`config.mk`:
```
export PLATFORM = sky130hd
export DESIGN_NAME = modbus_rtu_crc_framer_top
export DESIGN_NICKNAME = d
export VERILOG_FILES = /design/src/rtl/mrcf_pkg.sv /design/src/rtl/mrcf_core.sv /design/src/rtl/mrcf_serializer.sv /design/src/rtl/modbus_rtu_crc_framer_top.sv
export VERILOG_INCLUDE_DIRS = /design/src /design/src/rtl
export SDC_FILE = /design/constraint.sdc
export NUM_CORES = 1
export LEC_CHECK = 0
export BUFFER_PORTS_ARGS = -buffer_cell sky130_fd_sc_hd__buf_2
export CORE_UTILIZATION = 61
export CTS_CLUSTER_DIAMETER = 150
export DETAILED_ROUTE_END_ITERATION = 10
export GPL_TIMING_DRIVEN = 0
export PLACE_DENSITY_LB_ADDON = 0.1
export SYNTH_ARGS = -nofsm -noshare
export SYNTH_HDL_FRONTEND = slang
export SYNTH_SLANG_ARGS = --single-unit
```
`constraint.sdc`:
```
create_clock -name clk -period 7.6 [get_ports clk]
set_input_delay 2.28 -clock clk [delete_from_list [all_inputs] [get_ports clk]]
set_output_delay 2.28 -clock clk [all_outputs]
set_load 0.005 [all_outputs]
```
`src/rtl/modbus_rtu_crc_framer_top_assert.svh`:
```
// ----------------------------------------------------------------------------
// Modbus RTU CRC framer assertion macros
// Shared concurrent assertion forms. Each macro expects clk and rst to be
// visible in the scope where it is used.
// ----------------------------------------------------------------------------
`ifndef MODBUS_RTU_CRC_FRAMER_TOP_ASSERT_SVH
`define MODBUS_RTU_CRC_FRAMER_TOP_ASSERT_SVH

// Same-cycle implication, disabled during reset.
`define MRCF_ASSERT_IMPL(lbl, ante, cons, msg) \
  lbl: assert property (@(posedge clk) disable iff (rst) (ante) |-> (cons)) \
    else $error(msg);

// Next-cycle implication, disabled during reset.
`define MRCF_ASSERT_NEXT(lbl, ante, cons, msg) \
  lbl: assert property (@(posedge clk) disable iff (rst) (ante) |=> (cons)) \
    else $error(msg);

`endif

```
`src/rtl/mrcf_pkg.sv`:
```
// ----------------------------------------------------------------------------
// Modbus RTU CRC framer package
// Result codes, bundle types and the byte-wide CRC-16 update shared by the
// framer modules.
// ----------------------------------------------------------------------------
`timescale 1ns / 1ps
`default_nettype none

package mrcf_pkg;

  // Reflected CRC-16 as used by Modbus RTU.
  localparam logic [15:0] CrcInit = 16'hFFFF;
  localparam logic [15:0] CrcPoly = 16'hA001;

  // At most three results come from one input byte.
  localparam int MaxResults = 3;
  localparam int ResCntW    = $clog2(MaxResults + 1);

  typedef enum logic {
    DIR_APPEND = 1'b0,
    DIR_CHECK  = 1'b1
  } dir_t;

  typedef enum logic [1:0] {
    KIND_PAYLOAD = 2'd0,
    KIND_CRC     = 2'd1,
    KIND_VERDICT = 2'd2
  } item_kind_t;

  typedef enum logic [1:0] {
    VERDICT_OK    = 2'd0,
    VERDICT_BAD   = 2'd1,
    VERDICT_SHORT = 2'd2
  } verdict_t;

  typedef struct packed {
    logic [7:0] out_byte;
    item_kind_t item_kind;
    verdict_t   verdict;
  } result_t;

  // All results caused by one input byte, entry 0 delivered first.
  typedef struct packed {
    logic [ResCntW-1:0]          count;
    result_t [MaxResults-1:0]    res;
  } bundle_t;

  // One byte through the CRC, LSB first, eight shift steps unrolled.
  function automatic logic [15:0] crc_update(input logic [15:0] crc,
                                             input logic [7:0]  data);
    logic [15:0] c;
    c = crc ^ {8'h00, data};
    for (int k = 0; k < 8; k++) begin
      if (c[0]) begin
        c = (c >> 1) ^ CrcPoly;
      end else begin
        c = c >> 1;
      end
    end
    return c;
  endfunction

endpackage

`default_nettype wire

```
`src/rtl/mrcf_core.sv`:
```
// ----------------------------------------------------------------------------
// Modbus RTU CRC framer core
// Holds the frame state (running CRC, held byte pair, direction) and turns
// each accepted byte into a bundle of up to three results in one pass.
// ----------------------------------------------------------------------------
`timescale 1ns / 1ps
`default_nettype none

`include "modbus_rtu_crc_framer_top_assert.svh"

module mrcf_core (
  input  wire logic               clk,
  input  wire logic               rst,
  input  wire logic               cfg_we,
  input  wire logic               cfg_wdata,
  input  wire logic               in_fire,
  input  wire logic [7:0]         in_byte,
  input  wire logic               in_last,
  output mrcf_pkg::bundle_t       bundle,
  output logic                    push
);
  import mrcf_pkg::*;

  dir_t        direction;
  logic [15:0] crc_acc;
  logic [7:0]  held0;
  logic [7:0]  held1;
  logic [1:0]  held_count;

  logic [15:0] crc_acc_next;
  logic [7:0]  held0_next;
  logic [7:0]  held1_next;
  logic [1:0]  held_count_next;
  logic [7:0]  crc_byte;
  logic [15:0] crc_upd;
  logic        slot;
  verdict_t    verd;
  logic        frame_clear;

  // The CRC sees the incoming byte in append mode and the released byte in
  // check mode.
  assign crc_byte = (direction == DIR_CHECK) ? held0 : in_byte;
  assign crc_upd  = crc_update(crc_acc, crc_byte);

  // Next frame state and the results for this byte.
  always_comb begin
    crc_acc_next    = crc_acc;
    held0_next      = held0;
    held1_next      = held1;
    held_count_next = held_count;
    bundle          = '0;
    slot            = 1'b0;
    verd            = VERDICT_OK;
    unique case (direction)
      DIR_APPEND: begin
        crc_acc_next  = crc_upd;
        bundle.res[0] = '{out_byte: in_byte, item_kind: KIND_PAYLOAD, verdict: VERDICT_OK};
        bundle.count  = ResCntW'(1);
        if (in_last) begin
          bundle.res[1] = '{out_byte: crc_upd[7:0], item_kind: KIND_CRC,
                            verdict: VERDICT_OK};
          bundle.res[2] = '{out_byte: crc_upd[15:8], item_kind: KIND_CRC,
                            verdict: VERDICT_OK};
          bundle.count  = ResCntW'(3);
        end
      end
      DIR_CHECK: begin
        // With a full pair held, the older byte leaves as payload.
        if (held_count[1]) begin
          crc_acc_next  = crc_upd;
          bundle.res[0] = '{out_byte: held0, item_kind: KIND_PAYLOAD,
                            verdict: VERDICT_OK};
          bundle.count  = ResCntW'(1);
          slot          = 1'b1;
          held0_next    = held1;
          held1_next    = in_byte;
        end else if (held_count[0]) begin
          held1_next      = in_byte;
          held_count_next = 2'd2;
        end else begin
          held0_next      = in_byte;
          held_count_next = 2'd1;
        end
        if (in_last) begin
          if (!held_count_next[1]) begin
            verd = VERDICT_SHORT;
          end else if ({held1_next, held0_next} == crc_acc_next) begin
            verd = VERDICT_OK;
          end else begin
            verd = VERDICT_BAD;
          end
          bundle.res[{1'b0, slot}] = '{out_byte: 8'h00, item_kind: KIND_VERDICT,
                                       verdict: verd};
          bundle.count     = {{(ResCntW-1){1'b0}}, slot} + ResCntW'(1);
        end
      end
      default: begin
      end
    endcase
    // The frame ends here in either direction.
    if (in_last) begin
      crc_acc_next    = CrcInit;
      held0_next      = 8'h00;
      held1_next      = 8'h00;
      held_count_next = 2'd0;
    end
  end

  assign push = in_fire && (bundle.count != '0);

  // State registers; a register write aborts the frame in progress.
  always_ff @(posedge clk) begin
    if (rst) begin
      direction  <= DIR_APPEND;
      crc_acc    <= CrcInit;
      held0      <= 8'h00;
      held1      <= 8'h00;
      held_count <= 2'd0;
    end else if (cfg_we) begin
      direction  <= dir_t'(cfg_wdata);
      crc_acc    <= CrcInit;
      held0      <= 8'h00;
      held1      <= 8'h00;
      held_count <= 2'd0;
    end else if (in_fire) begin
      crc_acc    <= crc_acc_next;
      held0      <= held0_next;
      held1      <= held1_next;
      held_count <= held_count_next;
    end
  end

  // The frame state is back at its start values.
  assign frame_clear = (held_count == 2'd0) && (crc_acc == CrcInit);

  // Checks on the frame state.
  `MRCF_ASSERT_IMPL(a_held_count_range, 1'b1, held_count != 2'd3, "held_count above two")
  `MRCF_ASSERT_NEXT(a_end_clears, in_fire && in_last && !cfg_we, frame_clear, "frame state kept")
  `MRCF_ASSERT_IMPL(a_last_gives_result, in_fire && in_last, push, "last byte produced no result")

endmodule

`default_nettype wire

```
`src/rtl/mrcf_serializer.sv`:
```
// ----------------------------------------------------------------------------
// Modbus RTU CRC framer result serializer
// Two-slot bundle queue that hands the results of each byte to the output
// channel one transfer at a time and marks the last one of each bundle.
// ----------------------------------------------------------------------------
`timescale 1ns / 1ps
`default_nettype none

`include "modbus_rtu_crc_framer_top_assert.svh"

module mrcf_serializer (
  input  wire logic               clk,
  input  wire logic               rst,
  input  wire logic               push,
  input  wire mrcf_pkg::bundle_t  bundle,
  output logic                    in_ready,
  output logic                    out_valid,
  input  wire logic               out_ready,
  output mrcf_pkg::result_t       out_res,
  output logic                    out_last
);
  import mrcf_pkg::*;

  bundle_t            slot0;
  bundle_t            slot1;
  logic               valid0;
  logic               valid1;
  logic [ResCntW-1:0] idx;
  logic               out_fire;
  logic               pop;

  // The head slot drives the output; the second slot absorbs a stall.
  assign out_valid = valid0;
  assign out_res   = slot0.res[idx];
  assign out_last  = (idx == (slot0.count - ResCntW'(1)));
  assign out_fire  = valid0 && out_ready;
  assign pop       = out_fire && out_last;
  assign in_ready  = !valid1;

  // Result index within the head bundle.
  always_ff @(posedge clk) begin
    if (rst) begin
      idx <= '0;
    end else if (out_fire) begin
      idx <= out_last ? '0 : idx + ResCntW'(1);
    end
  end

  // Slot valid flags.
  always_ff @(posedge clk) begin
    if (rst) begin
      valid0 <= 1'b0;
      valid1 <= 1'b0;
    end else begin
      if (pop) begin
        valid0 <= valid1 || push;
        valid1 <= 1'b0;
      end else if (push) begin
        if (valid0) begin
          valid1 <= 1'b1;
        end else begin
          valid0 <= 1'b1;
        end
      end
    end
  end

  // Slot payloads.
  always_ff @(posedge clk) begin
    if (pop) begin
      slot0 <= valid1 ? slot1 : bundle;
    end else if (push) begin
      if (valid0) begin
        slot1 <= bundle;
      end else begin
        slot0 <= bundle;
      end
    end
  end

  // Checks on the queue.
  `MRCF_ASSERT_IMPL(a_slot_order, valid1, valid0, "second slot filled while head is empty")
  `MRCF_ASSERT_IMPL(a_push_has_room, push, !valid1, "bundle pushed into a full queue")
  `MRCF_ASSERT_IMPL(a_idx_in_bundle, valid0, idx < slot0.count, "result index past bundle end")

endmodule

`default_nettype wire

```
`src/rtl/modbus_rtu_crc_framer_top.sv`:
```
// ----------------------------------------------------------------------------
// Modbus RTU CRC framer
// Appends or checks the Modbus RTU CRC-16 on a byte stream, one frame per
// tlast-delimited run.
//
//   Channel  Role        Content
//   s_axis   input       tdata: data_byte; tlast: frame_last
//   m_axis   output      tdata: out_byte; tuser: item_kind, verdict; tlast: run_last
//   cfg      write-only  cfg_wdata: direction (0 append, 1 check)
//
// One byte can be accepted per cycle while the second queue slot is free; the
// CRC update is an unrolled eight-step shift in front of a two-slot result
// queue whose registered head slot drives the output. Each byte yields zero to
// three output transfers, one per cycle while m_axis_tready is high.
// s_axis_tready drops while the second queue slot is full: when the head
// bundle has several results or m_axis_tready is low.
// Synchronous reset clears the frame state, selects append and empties the queue.
// ----------------------------------------------------------------------------
`timescale 1ns / 1ps
`default_nettype none

module modbus_rtu_crc_framer_top (
  input  wire logic       clk,
  input  wire logic       rst,
  input  wire logic       cfg_we,
  input  wire logic       cfg_wdata,      // direction
  input  wire logic       s_axis_tvalid,
  output logic            s_axis_tready,
  input  wire logic [7:0] s_axis_tdata,   // [7:0] data_byte
  input  wire logic       s_axis_tlast,   // frame_last
  output logic            m_axis_tvalid,
  input  wire logic       m_axis_tready,
  output logic [7:0]      m_axis_tdata,   // [7:0] out_byte
  output logic [3:0]      m_axis_tuser,   // [1:0] item_kind, [3:2] verdict
  output logic            m_axis_tlast    // run_last
);
  import mrcf_pkg::*;

  logic    in_fire;
  logic    push;
  bundle_t bundle;
  result_t out_res;

  // Input transfer.
  assign in_fire = s_axis_tvalid && s_axis_tready;

  mrcf_core u_core (
    .clk       (clk),
    .rst       (rst),
    .cfg_we    (cfg_we),
    .cfg_wdata (cfg_wdata),
    .in_fire   (in_fire),
    .in_byte   (s_axis_tdata),
    .in_last   (s_axis_tlast),
    .bundle    (bundle),
    .push      (push)
  );

  mrcf_serializer u_serializer (
    .clk       (clk),
    .rst       (rst),
    .push      (push),
    .bundle    (bundle),
    .in_ready  (s_axis_tready),
    .out_valid (m_axis_tvalid),
    .out_ready (m_axis_tready),
    .out_res   (out_res),
    .out_last  (m_axis_tlast)
  );

  // Output packing.
  assign m_axis_tdata = out_res.out_byte;
  assign m_axis_tuser = {out_res.verdict, out_res.item_kind};

endmodule

`default_nettype wire
```
-- Word level (Yosys, flattened, before mapping)
Cells that the tools add are included.
- flip-flop bits (word level): 115
- input port bits: 15
- output and inout bits: 15
- logic and storage cells: 119
- add/subtract/negate cells: 3
- $lt $le $gt $ge: 3
- eq/ne operators: 4
- multiplexer cells: 52
- bitwise operators: 11
- reduce and logical (&&, ||, !) cells: 17
- operators with widths (cell ; count):
    2-to-1 mux 38 bit ; 5
    2-to-1 mux 16 bit ; 11
    2-to-1 mux 8 bit ; 11
    one-hot mux 38 bit (2 select lines) ; 1
    2-to-1 mux 12 bit ; 4
    bitwise mux 36 bit ; 1
    one-hot mux 16 bit (2 select lines) ; 1
    2-to-1 mux 26 bit ; 1
    binary-select mux 12 bit (select 2 bit) ; 1
    inverter 2 -> 3 bit ; 8
    2-to-1 mux 2 bit ; 9
    equality test 16 bit ; 1
    XOR 16 x 8 -> 16 bit ; 1
    demux 12 bit (select 1 bit) ; 1
    2-to-1 mux 1 bit ; 6
    AND reduction 2 bit ; 3
    AND reduction 3 bit ; 2
    nonzero test 2 bit ; 3
    logical AND 1 bit ; 5
    != test 2 bit (second input constant) ; 2
    OR reduction 2 bit ; 2
    < comparator 1 x 3 -> 1 bit (second input constant) ; 1
    < comparator 2 x 3 -> 1 bit (second input constant) ; 1
    adder 1 x 1 -> 2 bit (second input constant) ; 1
    7 further kinds ; 8

-- Logic depth before layout (Yosys ltp)
- depth in word-level cells: 32
- gate-level depth with buffers: 9
- gate-level depth less buffers: 7

-- Cells and area by module
Synthesis repeated with hierarchy kept, for this count alone.
- cells, all modules: 526
- area total of the unflattened synthesis: 6023.3 um2
- by module, submodules not included (module ; times used ; cells each ; area an instance (um2) ; seq. area each (um2)):
    mrcf_serializer ; 1 ; 188 ; 3338.2 ; 2362.3
    mrcf_core ; 1 ; 337 ; 2678.8 ; 700.7
    modbus_rtu_crc_framer_top ; 1 ; 1 ; 6.3 ; 0.0

-- Least setup slack after synthesis
Ideal clock, no wire load.
- path type: input to register
- start point: input port s_axis_tlast
- end point: register u_serializer.slot1[0] in the netlist's numbering (enable)
- library setup time: 0.471 ns
- arrival: 5.615 ns
- data required time: 7.129 ns
- setup slack: 1.514 ns
- stages: 6
- buffers on the path: 1
- cell sequence: clkbuf_1 -> inv_1 -> ha_1 -> nand2_1 -> o21ai_0 -> nor3b_1
- RTL lines (item ; RTL line ; text):
    start, declared ; modbus_rtu_crc_framer_top.sv:30 ; input wire logic s_axis_tlast,
    end signal, assigned ; mrcf_serializer.sv:74 ; slot1 <= bundle;
    end, declared ; mrcf_serializer.sv:25 ; bundle_t slot1;

==> metrics.md <==
| Metric | Value |
|---|---|
| FFs w/ async S/R, synth | 0% |
| Tcrit/Tclk final | 60.1% |
| Die Wd | 96.4 µm |
| Measured slew at the worst slew-check pin | 0.905 ns |
| Cell Area, Synth | 5440 µm² |
| Most used DFF post-synth | edfxtp_1 |
| Fmax | around 220 MHz |
| CP Capture Type | register |
| Post-Synthesis Cells | 509 |
| Clock skew | 0.00983 ns |
| Ports | 30 |
| Placed Cells | roughly 650 |
| Clock Tree Buf Depth | 2 |
| Power Total | 0.00123 W |
| ANT nets after route | 0 |
| DP HPWL | 8920 µm |
| PwrDens | 207 nW/µm² |
| DRC Markers | 0 |
| Iter 0 DRT Violations | between 200 and 250 |
| Overall Global Routing Usage | 27.5% |
| Worst Path Arrival | between 4 and 5 ns |
| Final cell count without fillers | 663 |
| Clock transition at the registers of the reported paths | around 0.1 ns |
| Hold Crit Class | register to register |
| Final max-slew violation count | 0 |
| Minimum hold slack | 0.526 ns |
| Hold_buf cts | 0 |
| I/O Buffers | 28 |
| Routed vias | 3842 |
| Placer congestion estimate | 0.922 |
| Gr ovfl total | 0 |
| DR vias/cell | just under 6 |
| Clock Latency Late Sink | between 0.3 and 0.4 ns |
| Critical path class | primary input to register |
| DP Worst Slack | 2.65 ns |
| DR WL/cell | between 15 and 20 µm |
| Post-CTS Repair Setup Buffers | 0 |
| Yosys cell types | 48 |
| Fin nets | 568 |
| Largest net degree at the start of global routing | 34 |
| Clock Sinks | 105 |
| Final setup fails | 0 |
| Syn_area_per_cell | 10.7 µm² |
| Seq cells post-synth | 105 |
| Root Driver | clkbuf_8 |
| PostCTS Resize Cnt | 0 |
| Cell accounting for the most synthesized area | edfxtp_1 |
| Max H-tree Level | 3 |
| Final worst slack | 3.04 ns |
| Layout fillers | 689 |
| Num CTS Buffers | 9 |
| DIE AREA | 9300 µm² |
| Post-Synthesis Net Count | between 500 and 600 |
| First-pass GRT wire length | 18700 µm |
| Share of the synthesized area in the top cell type | between 30% and 40% |
| EDFF count, synth | 66 |
| Yosys warnings | 0 |
| Period minus WS final | 4.56 ns |
| Rel. slew slack | 39.5% |
| CP required | 7.68 ns |
| Final WL | 11800 µm |
| Leakage | 2.10 nW |
| Core Area | 8680 µm² |
| Site Rows | 34 |
| Antenna Diode Count | 0 |
| Final Hold Viols | 0 |
| Starting Density | 62.7% |
| Peak VDD IR | 0.0000937 V |
| Detailed Routing Iterations Pass 1 | 4 |
| Layout cell share with drive strength beyond 1 | 14.8% |
| Crit path max fanout | 13 |
| Register area share after synthesis | 50.8% |
| Startpoint types | primary input |
| CTS tree | done |
| P&R area growth vs syn | 9.50% |
| Total of max-cap violations | 0 |
| Top cells by area, synth | edfxtp_1 36%, dfxtp_1 14%, mux2i_1 6.6% |
| Outcome | finished, final reports clean |
| RSZ-0062 raised after global routing | no |
| Antenna violations before repair | 1 |
| Vias in the first global route | 3653 |
| Die Ht | 96.4 µm |
| Setup_tns | 0 ns |
## Yosys cell counts, types with 4 or more instances
master / n
nor3_1: 7
a31oi_1: 4
mux2i_1: 36
mux2_2: 19
nor2b_1: 7
a22oi_1: 15
a21oi_1: 12
and2_1: 14
nand3_1: 6
o21ai_0: 27
inv_1: 17
o22ai_1: 15
nor2_1: 42
dfxtp_1: 39
nand2b_1: 5
edfxtp_1: 66
xor2_1: 15
nand2_1: 66
xnor2_1: 24
clkbuf_1: 26
## routing by layer
| layer | part of all wire, % | track usage, % | vias up |
|---|---|---|---|
| met5 | 0 | 0 | - |
| met4 | 2.3 | 11.2 | 0 |
| met3 | 4.7 | 3.91 | 23 |
| met2 | 47 | 45.2 | 105 |
| met1 | 46 | 36.9 | 1844 |
| li1 | - | - | 1870 |
## final cells by class
type                    count  area, µm²  area share (%)
clock buffers              10        128            2.14
flip-flops and latches    105       2760            46.4
repair buffers             30        163            2.73
well taps                 108        135            2.27
clock inverters             6       75.1            1.26
plain buffers              30        121            2.04
inverters                  17       63.8            1.07
multi-input cells         357       2510            42.1
## per-stage QoR
stage | util [%] | cell area, µm²
global placement | 65.8 | 5710
CTS | 68.6 | 5950
floorplan | - | 5440
detailed placement | 66.3 | 5750
global route | 68.6 | 5950
finish | 68.6 | 5950
## cells by family after synthesis
logic type	count (synthesis)	synth area share, %
AND/OR/NAND/NOR	158	13.0
XOR/XNOR	51	11.0
other	1	0.0690
adder cells (fa/ha/maj)	3	0.690
flip-flops	105	50.8
AO/OA/AOI/OAI	86	9.80
multiplexers	58	11.3
buffers and inverters	47	3.41
## sequential cells by signal, indices dropped and copies added, names as in the netlist
name                    flops
u_core.held_count           2
u_serializer.idx            2
u_core.held0                8
u_core.crc_acc             16
u_serializer.out_valid      1
u_serializer.valid1         1
u_serializer.slot1         33
u_core.held1                8
u_core.direction            1
u_serializer.slot0         33
## worst paths after layout
check                                                       from                          endpoint  cells after the start  slack (ns)
worst min-delay path            u_serializer.slot1[23]$_DFFE_PP_  u_serializer.slot0[23]$_DFFE_PP_                      2        0.53
worst min register to register  u_serializer.slot1[23]$_DFFE_PP_  u_serializer.slot0[23]$_DFFE_PP_                      2        0.53
worst max-delay path                                s_axis_tlast  u_serializer.slot1[19]$_DFFE_PP_                      9        3.04
worst max register to register     u_core.direction$_SDFFE_PP0P_  u_serializer.slot0[16]$_DFFE_PP_                      8        4.71
## layout by cell type (no fill, tap or decap), types with 2 or more instances in the layout
cell type	Yosys	routed
buf_2	1	29
clkbuf_1	26	27
a22oi_1	15	15
buf_1	2	2
mux2i_2	2	2
mux2_2	19	19
inv_8	0	2
ha_1	3	3
a2111oi_0	3	3
clkbuf_8	0	9
nor4_1	3	3
or2_2	2	2
and2_1	14	14
buf_6	1	3
o31ai_1	3	3
mux2i_1	36	36
xnor2_4	3	3
nor2b_1	7	7
inv_1	17	17
a21oi_1	12	12
xor2_2	2	2
o22ai_1	15	15
nor2_1	42	42
dfxtp_1	39	39
nand2_1	66	66
nor3_1	7	7
xor2_1	15	15
xnor2_1	24	24
and3_1	3	3
a31oi_1	4	4
edfxtp_1	66	66
xnor3_1	2	2
xnor2_2	3	3
nand3_1	6	6
o21ai_0	27	27
clkinvlp_4	0	3
nand2b_1	5	5
## report_power, final
part           internal, W  switching, W  total (W)
logic            0.0000891      0.000122   0.000211
registers         0.000649     0.0000133   0.000662
clock network     0.000157      0.000201   0.000358
## critical path, stage by stage
cell and delay (ns):
buf_2 0.10, clkbuf_1 0.28, inv_1 0.14, ha_1 0.35, nand2_1 0.09, o21ai_0 0.25, nor3b_2 0.68, buf_6 0.27
buf_6 0.19
(Power assumes the default switching activity.)
